--- src/hw/rtl/mts_pkg.sv ---
// ----------------------------------------------------------------------------
// mts_pkg
// Shared types and codes of the multi timer scheduler: the slot entry kept
// in the slot memory, result and action codes, and the selector controls.
// ----------------------------------------------------------------------------
package mts_pkg;

   localparam int NOW_W = 40;

   // action codes carried in req_tuser
   localparam logic [1:0] ACT_REGISTER = 2'd0;
   localparam logic [1:0] ACT_REMOVE   = 2'd1;
   localparam logic [1:0] ACT_TICK     = 2'd2;

   // result kinds carried in rsp_tuser
   localparam logic [1:0] KIND_ACCEPT = 2'd0;
   localparam logic [1:0] KIND_FULL   = 2'd1;
   localparam logic [1:0] KIND_FIRED  = 2'd2;
   localparam logic [1:0] KIND_DONE   = 2'd3;

   // one slot as stored in the slot memory
   typedef struct packed {
      logic [7:0]       handler;
      logic [15:0]      evt;
      logic [31:0]      tag;
      logic [23:0]      period;
      logic [15:0]      limit;
      logic [15:0]      count;
      logic [NOW_W-1:0] expiry;
      logic [15:0]      stamp;
   } entry_type;

   // controls from the sequencer to the earliest-due selector
   typedef struct packed {
      logic clear;
      logic sample;
   } sel_ctl_type;

endpackage

--- src/hw/rtl/multi_timer_scheduler_core.sv ---
// ----------------------------------------------------------------------------
// multi_timer_scheduler_core
// Table of periodic or counted timers kept in one slot memory.
// ----------------------------------------------------------------------------
// Input stream req_*: req_tuser selects register, remove or tick; req_tdata
// carries the timer fields. Result stream rsp_*: rsp_tuser gives the kind,
// rsp_tdata the fired timer data, rsp_tlast marks the final result.
// Register and the unused action answer in the transfer cycle, so a result
// is presented in the cycle after the input transfer. Remove scans all slots
// through the memory read port before it answers.
// A tick makes one scan pass over all slots per due slot, disarmed or
// spent ones included, plus a final pass and the done result, as set by the
// single read port of the slot memory.
// A result waits in the output register while rsp_tready is low; the
// sequencer then holds before its next result, and the next input is
// taken as soon as the register is free or being emptied.
// Reset clears all valid and armed bits, the millisecond clock and the
// insertion stamp; the slot memory itself needs no clearing.
// ----------------------------------------------------------------------------
module multi_timer_scheduler_core #(
   parameter int SLOTS = 16
) (
   input  logic        clock,
   input  logic        reset,
   input  logic        req_tvalid,
   output logic        req_tready,
   // handler[7:0], event_id[23:8], period_ms[47:24], repeat_limit[63:48],
   // user_tag[95:64]
   input  logic [95:0] req_tdata,
   // action[1:0]
   input  logic [1:0]  req_tuser,
   output logic        rsp_tvalid,
   input  logic        rsp_tready,
   // fired_handler[7:0], fired_event[23:8], fired_tag[55:24],
   // fire_count[71:56]
   output logic [71:0] rsp_tdata,
   // kind[1:0]
   output logic [1:0]  rsp_tuser,
   output logic        rsp_tlast
);
   import mts_pkg::*;

   localparam int IW = $clog2(SLOTS);
   localparam logic [IW-1:0] LAST_IDX = IW'(SLOTS - 1);

   typedef enum logic [5:0] {
      ST_IDLE    = 6'b000001,
      ST_RM_SCAN = 6'b000010,
      ST_RM_RESP = 6'b000100,
      ST_TK_SCAN = 6'b001000,
      ST_TK_FIRE = 6'b010000,
      ST_TK_DONE = 6'b100000
   } state_type;

   state_type        state_ff, state_in;
   logic [SLOTS-1:0] valid_ff, valid_in;
   logic [SLOTS-1:0] armed_ff, armed_in;
   logic [SLOTS-1:0] done_ff, done_in;
   logic [NOW_W-1:0] now_ff, now_in;
   logic [15:0]      stamp_ff, stamp_in;
   logic [IW-1:0]    idx_ff, idx_in;
   logic             issue_ff, issue_in;
   logic             rvld_ff, rvld_in;
   logic [IW-1:0]    ridx_ff, ridx_in;
   logic [7:0]       hh_ff, hh_in;
   logic [15:0]      he_ff, he_in;
   logic             rsp_vld_ff, rsp_vld_in;
   logic [1:0]       rsp_kind_ff, rsp_kind_in;
   logic [7:0]       rsp_h_ff, rsp_h_in;
   logic [15:0]      rsp_e_ff, rsp_e_in;
   logic [31:0]      rsp_t_ff, rsp_t_in;
   logic [15:0]      rsp_c_ff, rsp_c_in;
   logic             rsp_last_ff, rsp_last_in;

   logic             rsp_free, accept, full;
   logic [IW-1:0]    free_idx;
   logic [23:0]      period;
   logic [15:0]      new_count;
   logic             dead;
   logic             wr_en;
   logic [IW-1:0]    wr_addr;
   entry_type        wr_data, rd_data;
   sel_ctl_type      sel_ctl;
   logic             sel_found;
   logic [IW-1:0]    sel_idx;
   entry_type        sel_entry;

   // slot memory
   mts_ram #(
      .WIDTH ($bits(entry_type)),
      .DEPTH (SLOTS)
   ) u_slot_ram (
      .clock   (clock),
      .wr_en   (wr_en),
      .wr_addr (wr_addr),
      .wr_data (wr_data),
      .rd_addr (idx_ff),
      .rd_data (rd_data)
   );

   // earliest-due selection during tick scans
   mts_select #(
      .SLOTS (SLOTS)
   ) u_select (
      .clock      (clock),
      .reset      (reset),
      .ctl        (sel_ctl),
      .entry      (rd_data),
      .idx        (ridx_ff),
      .now        (now_ff),
      .stamp      (stamp_ff),
      .found      (sel_found),
      .best_idx   (sel_idx),
      .best_entry (sel_entry)
   );

   // lowest free slot
   always_comb begin
      full     = &valid_ff;
      free_idx = '0;
      for (int i = SLOTS - 1; i >= 0; i--) begin
         if (!valid_ff[i]) begin
            free_idx = IW'(i);
         end
      end
   end

   assign rsp_free   = !rsp_vld_ff || rsp_tready;
   assign req_tready = (state_ff == ST_IDLE) && rsp_free;
   assign accept     = req_tvalid && req_tready;
   assign period     = (req_tdata[47:24] == 24'd0) ? 24'd1 : req_tdata[47:24];

   // sequencer
   always_comb begin
      state_in    = state_ff;
      valid_in    = valid_ff;
      armed_in    = armed_ff;
      done_in     = done_ff;
      now_in      = now_ff;
      stamp_in    = stamp_ff;
      idx_in      = idx_ff;
      issue_in    = issue_ff;
      rvld_in     = issue_ff &&
                    ((state_ff == ST_RM_SCAN) || (state_ff == ST_TK_SCAN));
      ridx_in     = idx_ff;
      hh_in       = hh_ff;
      he_in       = he_ff;
      rsp_vld_in  = rsp_vld_ff && !rsp_tready;
      rsp_kind_in = rsp_kind_ff;
      rsp_h_in    = rsp_h_ff;
      rsp_e_in    = rsp_e_ff;
      rsp_t_in    = rsp_t_ff;
      rsp_c_in    = rsp_c_ff;
      rsp_last_in = rsp_last_ff;
      wr_en       = 1'b0;
      wr_addr     = free_idx;
      wr_data     = '0;
      sel_ctl     = '0;
      new_count   = (sel_entry.count == 16'hFFFF) ? sel_entry.count
                                                  : sel_entry.count + 16'd1;
      dead        = !armed_ff[sel_idx] ||
                    ((sel_entry.limit != 16'd0) && (sel_entry.count >= sel_entry.limit));

      // scan address issue
      if (issue_ff && ((state_ff == ST_RM_SCAN) || (state_ff == ST_TK_SCAN))) begin
         if (idx_ff == LAST_IDX) begin
            issue_in = 1'b0;
         end else begin
            idx_in = idx_ff + 1'b1;
         end
      end

      unique case (state_ff)
         ST_IDLE: begin
            if (accept) begin
               rsp_h_in    = '0;
               rsp_e_in    = '0;
               rsp_t_in    = '0;
               rsp_c_in    = '0;
               rsp_last_in = 1'b1;
               unique case (req_tuser)
                  ACT_REGISTER: begin
                     rsp_vld_in = 1'b1;
                     if (full) begin
                        rsp_kind_in = KIND_FULL;
                     end else begin
                        rsp_kind_in        = KIND_ACCEPT;
                        wr_en              = 1'b1;
                        wr_data.handler    = req_tdata[7:0];
                        wr_data.evt        = req_tdata[23:8];
                        wr_data.period     = period;
                        wr_data.limit      = req_tdata[63:48];
                        wr_data.tag        = req_tdata[95:64];
                        wr_data.count      = '0;
                        wr_data.expiry     = now_ff + NOW_W'(period);
                        wr_data.stamp      = stamp_ff;
                        stamp_in           = stamp_ff + 16'd1;
                        valid_in[free_idx] = 1'b1;
                        armed_in[free_idx] = 1'b1;
                     end
                  end
                  ACT_REMOVE: begin
                     hh_in    = req_tdata[7:0];
                     he_in    = req_tdata[23:8];
                     idx_in   = '0;
                     issue_in = 1'b1;
                     state_in = ST_RM_SCAN;
                  end
                  ACT_TICK: begin
                     now_in      = now_ff + 1'b1;
                     done_in     = '0;
                     sel_ctl.clear = 1'b1;
                     idx_in      = '0;
                     issue_in    = 1'b1;
                     state_in    = ST_TK_SCAN;
                  end
                  default: begin
                     rsp_vld_in  = 1'b1;
                     rsp_kind_in = KIND_ACCEPT;
                  end
               endcase
            end
         end
         ST_RM_SCAN: begin
            if (rvld_ff) begin
               if (valid_ff[ridx_ff] && (rd_data.handler == hh_ff) &&
                   ((he_ff == 16'd0) || (rd_data.evt == he_ff))) begin
                  armed_in[ridx_ff] = 1'b0;
               end
               if (ridx_ff == LAST_IDX) begin
                  state_in = ST_RM_RESP;
               end
            end
         end
         ST_RM_RESP: begin
            if (rsp_free) begin
               rsp_vld_in  = 1'b1;
               rsp_kind_in = KIND_ACCEPT;
               rsp_h_in    = '0;
               rsp_e_in    = '0;
               rsp_t_in    = '0;
               rsp_c_in    = '0;
               rsp_last_in = 1'b1;
               state_in    = ST_IDLE;
            end
         end
         ST_TK_SCAN: begin
            sel_ctl.sample = rvld_ff && valid_ff[ridx_ff] && !done_ff[ridx_ff];
            if (rvld_ff && (ridx_ff == LAST_IDX)) begin
               state_in = ST_TK_FIRE;
            end
         end
         ST_TK_FIRE: begin
            if (!sel_found) begin
               state_in = ST_TK_DONE;
            end else if (dead) begin
               // disarmed or spent: freed without a result
               valid_in[sel_idx] = 1'b0;
               armed_in[sel_idx] = 1'b0;
               done_in[sel_idx]  = 1'b1;
               sel_ctl.clear     = 1'b1;
               idx_in            = '0;
               issue_in          = 1'b1;
               state_in          = ST_TK_SCAN;
            end else if (rsp_free) begin
               rsp_vld_in     = 1'b1;
               rsp_kind_in    = KIND_FIRED;
               rsp_h_in       = sel_entry.handler;
               rsp_e_in       = sel_entry.evt;
               rsp_t_in       = sel_entry.tag;
               rsp_c_in       = new_count;
               rsp_last_in    = 1'b0;
               // rearm in place
               wr_en          = 1'b1;
               wr_addr        = sel_idx;
               wr_data        = sel_entry;
               wr_data.count  = new_count;
               wr_data.expiry = now_ff + NOW_W'(sel_entry.period);
               wr_data.stamp  = stamp_ff;
               stamp_in       = stamp_ff + 16'd1;
               if ((sel_entry.limit != 16'd0) && (new_count >= sel_entry.limit)) begin
                  valid_in[sel_idx] = 1'b0;
                  armed_in[sel_idx] = 1'b0;
               end
               done_in[sel_idx] = 1'b1;
               sel_ctl.clear    = 1'b1;
               idx_in           = '0;
               issue_in         = 1'b1;
               state_in         = ST_TK_SCAN;
            end
         end
         ST_TK_DONE: begin
            if (rsp_free) begin
               rsp_vld_in  = 1'b1;
               rsp_kind_in = KIND_DONE;
               rsp_h_in    = '0;
               rsp_e_in    = '0;
               rsp_t_in    = '0;
               rsp_c_in    = '0;
               rsp_last_in = 1'b1;
               state_in    = ST_IDLE;
            end
         end
         default: begin
            state_in = ST_IDLE;
         end
      endcase
   end

   // control registers
   always_ff @(posedge clock) begin
      if (reset) begin
         state_ff   <= ST_IDLE;
         valid_ff   <= '0;
         armed_ff   <= '0;
         now_ff     <= '0;
         stamp_ff   <= '0;
         issue_ff   <= 1'b0;
         rvld_ff    <= 1'b0;
         rsp_vld_ff <= 1'b0;
      end else begin
         state_ff   <= state_in;
         valid_ff   <= valid_in;
         armed_ff   <= armed_in;
         now_ff     <= now_in;
         stamp_ff   <= stamp_in;
         issue_ff   <= issue_in;
         rvld_ff    <= rvld_in;
         rsp_vld_ff <= rsp_vld_in;
      end
   end

   // payload registers
   always_ff @(posedge clock) begin
      done_ff     <= done_in;
      idx_ff      <= idx_in;
      ridx_ff     <= ridx_in;
      hh_ff       <= hh_in;
      he_ff       <= he_in;
      rsp_kind_ff <= rsp_kind_in;
      rsp_h_ff    <= rsp_h_in;
      rsp_e_ff    <= rsp_e_in;
      rsp_t_ff    <= rsp_t_in;
      rsp_c_ff    <= rsp_c_in;
      rsp_last_ff <= rsp_last_in;
   end

   assign rsp_tvalid = rsp_vld_ff;
   assign rsp_tuser  = rsp_kind_ff;
   assign rsp_tlast  = rsp_last_ff;
   assign rsp_tdata  = {rsp_c_ff, rsp_t_ff, rsp_e_ff, rsp_h_ff};

   // a slot fires at most once per tick
   a_once_per_tick: assert property (@(posedge clock) disable iff (reset)
      (state_ff == ST_TK_FIRE && sel_found) |-> !done_ff[sel_idx])
      else $error("slot selected twice in one tick");

   // a register transfer never overwrites a live slot
   a_free_slot: assert property (@(posedge clock) disable iff (reset)
      (wr_en && state_ff == ST_IDLE) |-> !valid_ff[wr_addr])
      else $error("register wrote a valid slot");

   // a fired result never carries the last flag
   a_fired_not_last: assert property (@(posedge clock) disable iff (reset)
      (rsp_vld_ff && rsp_kind_ff == KIND_FIRED) |-> !rsp_last_ff)
      else $error("fired result marked last");

   // the memory is never written while a scan is reading it
   a_no_write_in_scan: assert property (@(posedge clock) disable iff (reset)
      (state_ff == ST_TK_SCAN || state_ff == ST_RM_SCAN) |-> !wr_en)
      else $error("slot write during scan");

endmodule

--- src/hw/rtl/mts_ram.sv ---
// ----------------------------------------------------------------------------
// mts_ram
// Generic single write port, single read port RAM with registered read.
// ----------------------------------------------------------------------------
module mts_ram #(
   parameter int WIDTH = 8,
   parameter int DEPTH = 16
) (
   input  logic                     clock,
   input  logic                     wr_en,
   input  logic [$clog2(DEPTH)-1:0] wr_addr,
   input  logic [WIDTH-1:0]         wr_data,
   input  logic [$clog2(DEPTH)-1:0] rd_addr,
   output logic [WIDTH-1:0]         rd_data
);

   logic [WIDTH-1:0] mem_ff [DEPTH];
   logic [WIDTH-1:0] rd_data_ff;

   // write port
   always_ff @(posedge clock) begin
      if (wr_en) begin
         mem_ff[wr_addr] <= wr_data;
      end
   end

   // registered read port
   always_ff @(posedge clock) begin
      rd_data_ff <= mem_ff[rd_addr];
   end

   assign rd_data = rd_data_ff;

endmodule

--- src/hw/rtl/mts_select.sv ---
// ----------------------------------------------------------------------------
// mts_select
// Earliest-due selector: watches slot entries streamed out of the slot
// memory and keeps the due one with the lowest expiry, oldest stamp on ties.
// ----------------------------------------------------------------------------
module mts_select #(
   parameter int SLOTS = 16
) (
   input  logic                       clock,
   input  logic                       reset,
   input  mts_pkg::sel_ctl_type       ctl,
   input  mts_pkg::entry_type         entry,
   input  logic [$clog2(SLOTS)-1:0]   idx,
   input  logic [mts_pkg::NOW_W-1:0]  now,
   input  logic [15:0]                stamp,
   output logic                       found,
   output logic [$clog2(SLOTS)-1:0]   best_idx,
   output mts_pkg::entry_type         best_entry
);
   import mts_pkg::*;

   localparam int IW = $clog2(SLOTS);

   logic            found_ff, found_in;
   logic [IW-1:0]   idx_ff, idx_in;
   entry_type       entry_ff, entry_in;
   logic [15:0]     age_ff, age_in;
   logic [15:0]     age;
   logic            due, better;

   // compare the incoming entry against the best so far
   always_comb begin
      age    = stamp - entry.stamp;
      due    = entry.expiry <= now;
      better = !found_ff || (entry.expiry < entry_ff.expiry) ||
               ((entry.expiry == entry_ff.expiry) && (age > age_ff));
      found_in = found_ff;
      idx_in   = idx_ff;
      entry_in = entry_ff;
      age_in   = age_ff;
      if (ctl.clear) begin
         found_in = 1'b0;
      end else if (ctl.sample && due && better) begin
         found_in = 1'b1;
         idx_in   = idx;
         entry_in = entry;
         age_in   = age;
      end
   end

   always_ff @(posedge clock) begin
      if (reset) begin
         found_ff <= 1'b0;
      end else begin
         found_ff <= found_in;
      end
   end

   always_ff @(posedge clock) begin
      idx_ff   <= idx_in;
      entry_ff <= entry_in;
      age_ff   <= age_in;
   end

   assign found      = found_ff;
   assign best_idx   = idx_ff;
   assign best_entry = entry_ff;

endmodule

--- config.mk ---
export PLATFORM = sky130hd
export DESIGN_NAME = multi_timer_scheduler_core
export DESIGN_NICKNAME = d
export VERILOG_FILES = /design/src/hw/rtl/mts_pkg.sv /design/src/hw/rtl/multi_timer_scheduler_core.sv /design/src/hw/rtl/mts_ram.sv /design/src/hw/rtl/mts_select.sv
export SDC_FILE = /design/constraint.sdc
export NUM_CORES = 2
export LEC_CHECK = 0
export BUFFER_PORTS_ARGS = -buffer_cell sky130_fd_sc_hd__buf_2
export CAP_MARGIN = 10
export CORE_MARGIN = 3
export CORE_UTILIZATION = 41
export DETAILED_ROUTE_END_ITERATION = 10
export PLACE_DENSITY = 0.54
export SLEW_MARGIN = 5
export SYNTH_ARGS = -nofsm -noshare
export SYNTH_HDL_FRONTEND = slang
export SYNTH_SLANG_ARGS = --single-unit
--- constraint.sdc ---
create_clock -name clock -period 14.7 [get_ports clock]
set_clock_uncertainty 0.2 [all_clocks]
set_input_delay 1.47 -clock clock [delete_from_list [all_inputs] [get_ports clock]]
set_output_delay 1.47 -clock clock [all_outputs]
set_load 0.02 [all_outputs]
==> flow_summary.json <==
{
  "fin_setup_tns_ns": 0,
  "dieArea_um2": 322200,
  "final_cell_mix": "2,975 x edfxtp_1, 514 x mux2i_1, 399 x o21ai_0",
  "drc": 0,
  "cp_max_fo": 52,
  "finalHoldViolCount": 0,
  "dp_hpwl_mm": 189.0,
  "drv_slew": 0,
  "yosys.area.top_type": "edfxtp_1",
  "die_x_um": 567.6,
  "instances_no_fill": 12201,
  "syn_to_final_growth_pct": 13.70,
  "drt_first_pass_iters": 5,
  "vias": 69594,
  "pre_cts_ws_ns": 7.252,
  "clock_latency_ns": 0.93,
  "yosysSeqAreaShare": 0.7332,
  "status": "finished, final reports clean",
  "synth_edf_count": 2975,
  "crit_start": "stamp_ff[0]$_SDFFE_PP0P_",
  "ys.warnings.count": 0,
  "worst_slack_ns": 7.572,
  "drtIter0Drc": 6412,
  "postSynthAreaPerCell_um2": 17.28,
  "ant_nets": 0,
  "post_cts_buffers": 0,
  "min_path_type": "register to register",
  "tritoncts": "done",
  "num-fill-cells": 26437,
  "core_area_um2": 312900,
  "wl_mm": 341.6,
  "worstReg2RegStart": "stamp_ff[0]$_SDFFE_PP0P_",
  "path_clk_slew_ns": 0.06,
  "grt_pass1_wl_mm": 495.8,
  "async_flop_share": 0,
  "netlist_instances": 7485,
  "grt-ovfl-total": 0,
  "clockBufferDepth": 4,
  "cts_buffers": 343,
  "cp_data_required_time_ns": 14.97,
  "fmax_mhz": 140.3,
  "grt_max_degree": 126,
  "rsz0062_at_grt": "no",
  "setup_viol_count_final": 0,
  "cts_sinks": 3249,
  "synth.cell_area_um2": 129300,
  "maxCapViolations": 0,
  "grt_pass1_vias": 70548,
  "fin_crit_ns": 7.128,
  "grtUsageTotal": 0.2073,
  "seqCellArea_um2": 94840,
  "place_congestion": 0.8666,
  "dp_cells": 11556,
  "slew_headroom": 0.1208,
  "avgViaCountPerCell": 5.704,
  "die_h_um": 567.6,
  "drive_above_1_share": 0.1807,
  "final_common_cell": "edfxtp_1",
  "port_buffers": 178,
  "cts_resized": 0,
  "clock-root-buffer": "clkbuf_16",
  "ys_ff_latch": 3249,
  "wl_per_cell_um": 28.00,
  "antenna_found_initial": 18,
  "ys_types": 93,
  "syn_nets": 7783,
  "pwr_density_cell_nw_per_um2": 146.1,
  "start_kind": "register",
  "tightest_slew_ns": 1.319,
  "multi_input_area_um2": 32570,
  "num-nets-final": 8069,
  "cts-htree-levels": 5,
  "pin_count": 179,
  "synth_top_cell_area_share": 0.6908,
  "synthTopCellsByArea": "edfxtp_1 69%, mux4_2 6.0%, dfxtp_1 4.2%, mux2i_1 4.0%, ha_1 1.9%",
  "final.period_utilization": 0.4849,
  "crit_path_end_kind": "register",
  "start_util": 0.4133,
  "postCtsHoldBufs": 0,
  "arrival_ns": 7.40,
  "ys.flop_type": "edfxtp_1",
  "min-delay-start": "u_slot_ram.rd_data[120]$_DFF_P_",
  "rows": 205,
  "static-leakage-power_nw": 48.54,
  "vdd_ir_drop_max_uv": 94.54,
  "crit_type": "register to register"
}
kinds of logic after synthesis:
logic type / Yosys count / share of synthesized area
simple gates: 911 / 0.03391
compound gates: 1377 / 0.07014
flops: 3249 / 0.7332
mux: 1034 / 0.1156
fa+ha+maj: 207 / 0.02001
buf+inv: 557 / 0.01684
xor+xnor: 150 / 0.01022
flip-flops by register name, summed over array words and instances (netlist names), 2 cells and up:
register,cells
u_slot_ram.rd_data,168
rsp_t_ff,32
armed_ff,16
rsp_h_ff,8
idx_ff,4
rsp_tuser,2
now_ff,40
state_ff,6
rsp_c_ff,16
done_ff,16
ridx_ff,4
u_select.best_idx,4
u_select.age_ff,16
rsp_e_ff,16
hh_ff,8
stamp_ff,16
valid_ff,16
u_slot_ram.mem_ff,2688
he_ff,16
u_select.best_entry,152
final cells by class:
cell class / instances / area share
Antenna cell: 5 / 0.00008509
Clock buffer: 471 / 0.06517
Clock inverter: 159 / 0.01356
Inverter: 169 / 0.004314
Multi-Input combinational cell: 3679 / 0.2215
Sequential cell: 3249 / 0.6450
Tap cell: 4140 / 0.03523
Timing Repair Buffer: 329 / 0.01515
cells in the mapped netlist (85+ instances only):
master    number
mux4_2       347
dfxtp_1      274
nand2_1      330
mux2i_1      514
nor2_1       183
mux2_2       170
clkbuf_1     276
ha_1         193
edfxtp_1    2975
a22oi_1      169
o21ai_0      411
inv_1        169
and2_1        85
a21oi_1      275
a221oi_1     170
per-stage QoR:
stage               area (um2)  hold slack, ns  power, mW  utilization
finish                  147000          0.1569      21.48       0.4699
global route            147000          0.1648      22.23       0.4699
CTS                     146900          0.1688      21.71       0.4695
detailed placement      135300          0.1887      12.86       0.4325
global placement        135300          0.1891      12.84       0.4325
floorplan               129300          0.1290      12.19            -
power breakdown:
part           switching [mW]  total [mW]  internal [mW]  leakage [nW]
sequential              0.148        10.6           10.4          30.5
clock                    3.57        8.84           5.27          5.67
combinational            1.26        2.07          0.808          12.3
path summary, 6_finish.rpt:
path	slack [ns]	cells past startpoint	to
setup / recovery	7.57	22	u_select.best_entry[129]$_DFFE_PP_
hold / removal	0.16	0	u_select.best_entry[120]$_DFFE_PP_
setup reg to reg	7.57	22	u_select.best_entry[129]$_DFFE_PP_
hold reg to reg	0.16	0	u_select.best_entry[120]$_DFFE_PP_
metal layers:
layer	share of wire	global-route usage	vias up	routed length, um
li1	-	-	30470	-
met1	0.45	0.2966	36722	153800
met2	0.48	0.3375	1956	163900
met3	0.049	0.02527	442	16740
met4	0.021	0.05266	4	7166
met5	0.000061	0	-	21
critical path, cell delays in order, from the launching register on:
cell and delay (ns):
dfxtp_1 0.35, inv_1 0.09, ha_1 0.18, inv_1 0.06, fa_1 0.39, a21o_1 0.17
a21oi_1 0.21, o21ai_0 0.13, a21oi_1 0.25, o21bai_1 0.10, a21oi_1 0.29, o211ai_1 0.17
a31o_2 0.25, a21oi_1 0.17, xnor2_1 0.11, ha_1 0.32, nand4_1 0.12, o21ai_0 0.27
o2111ai_1 0.15, o21ai_0 0.36, o211a_4 0.55, buf_4 0.75, buf_4 0.87
Note: power is estimated with default switching activity, not from simulation.
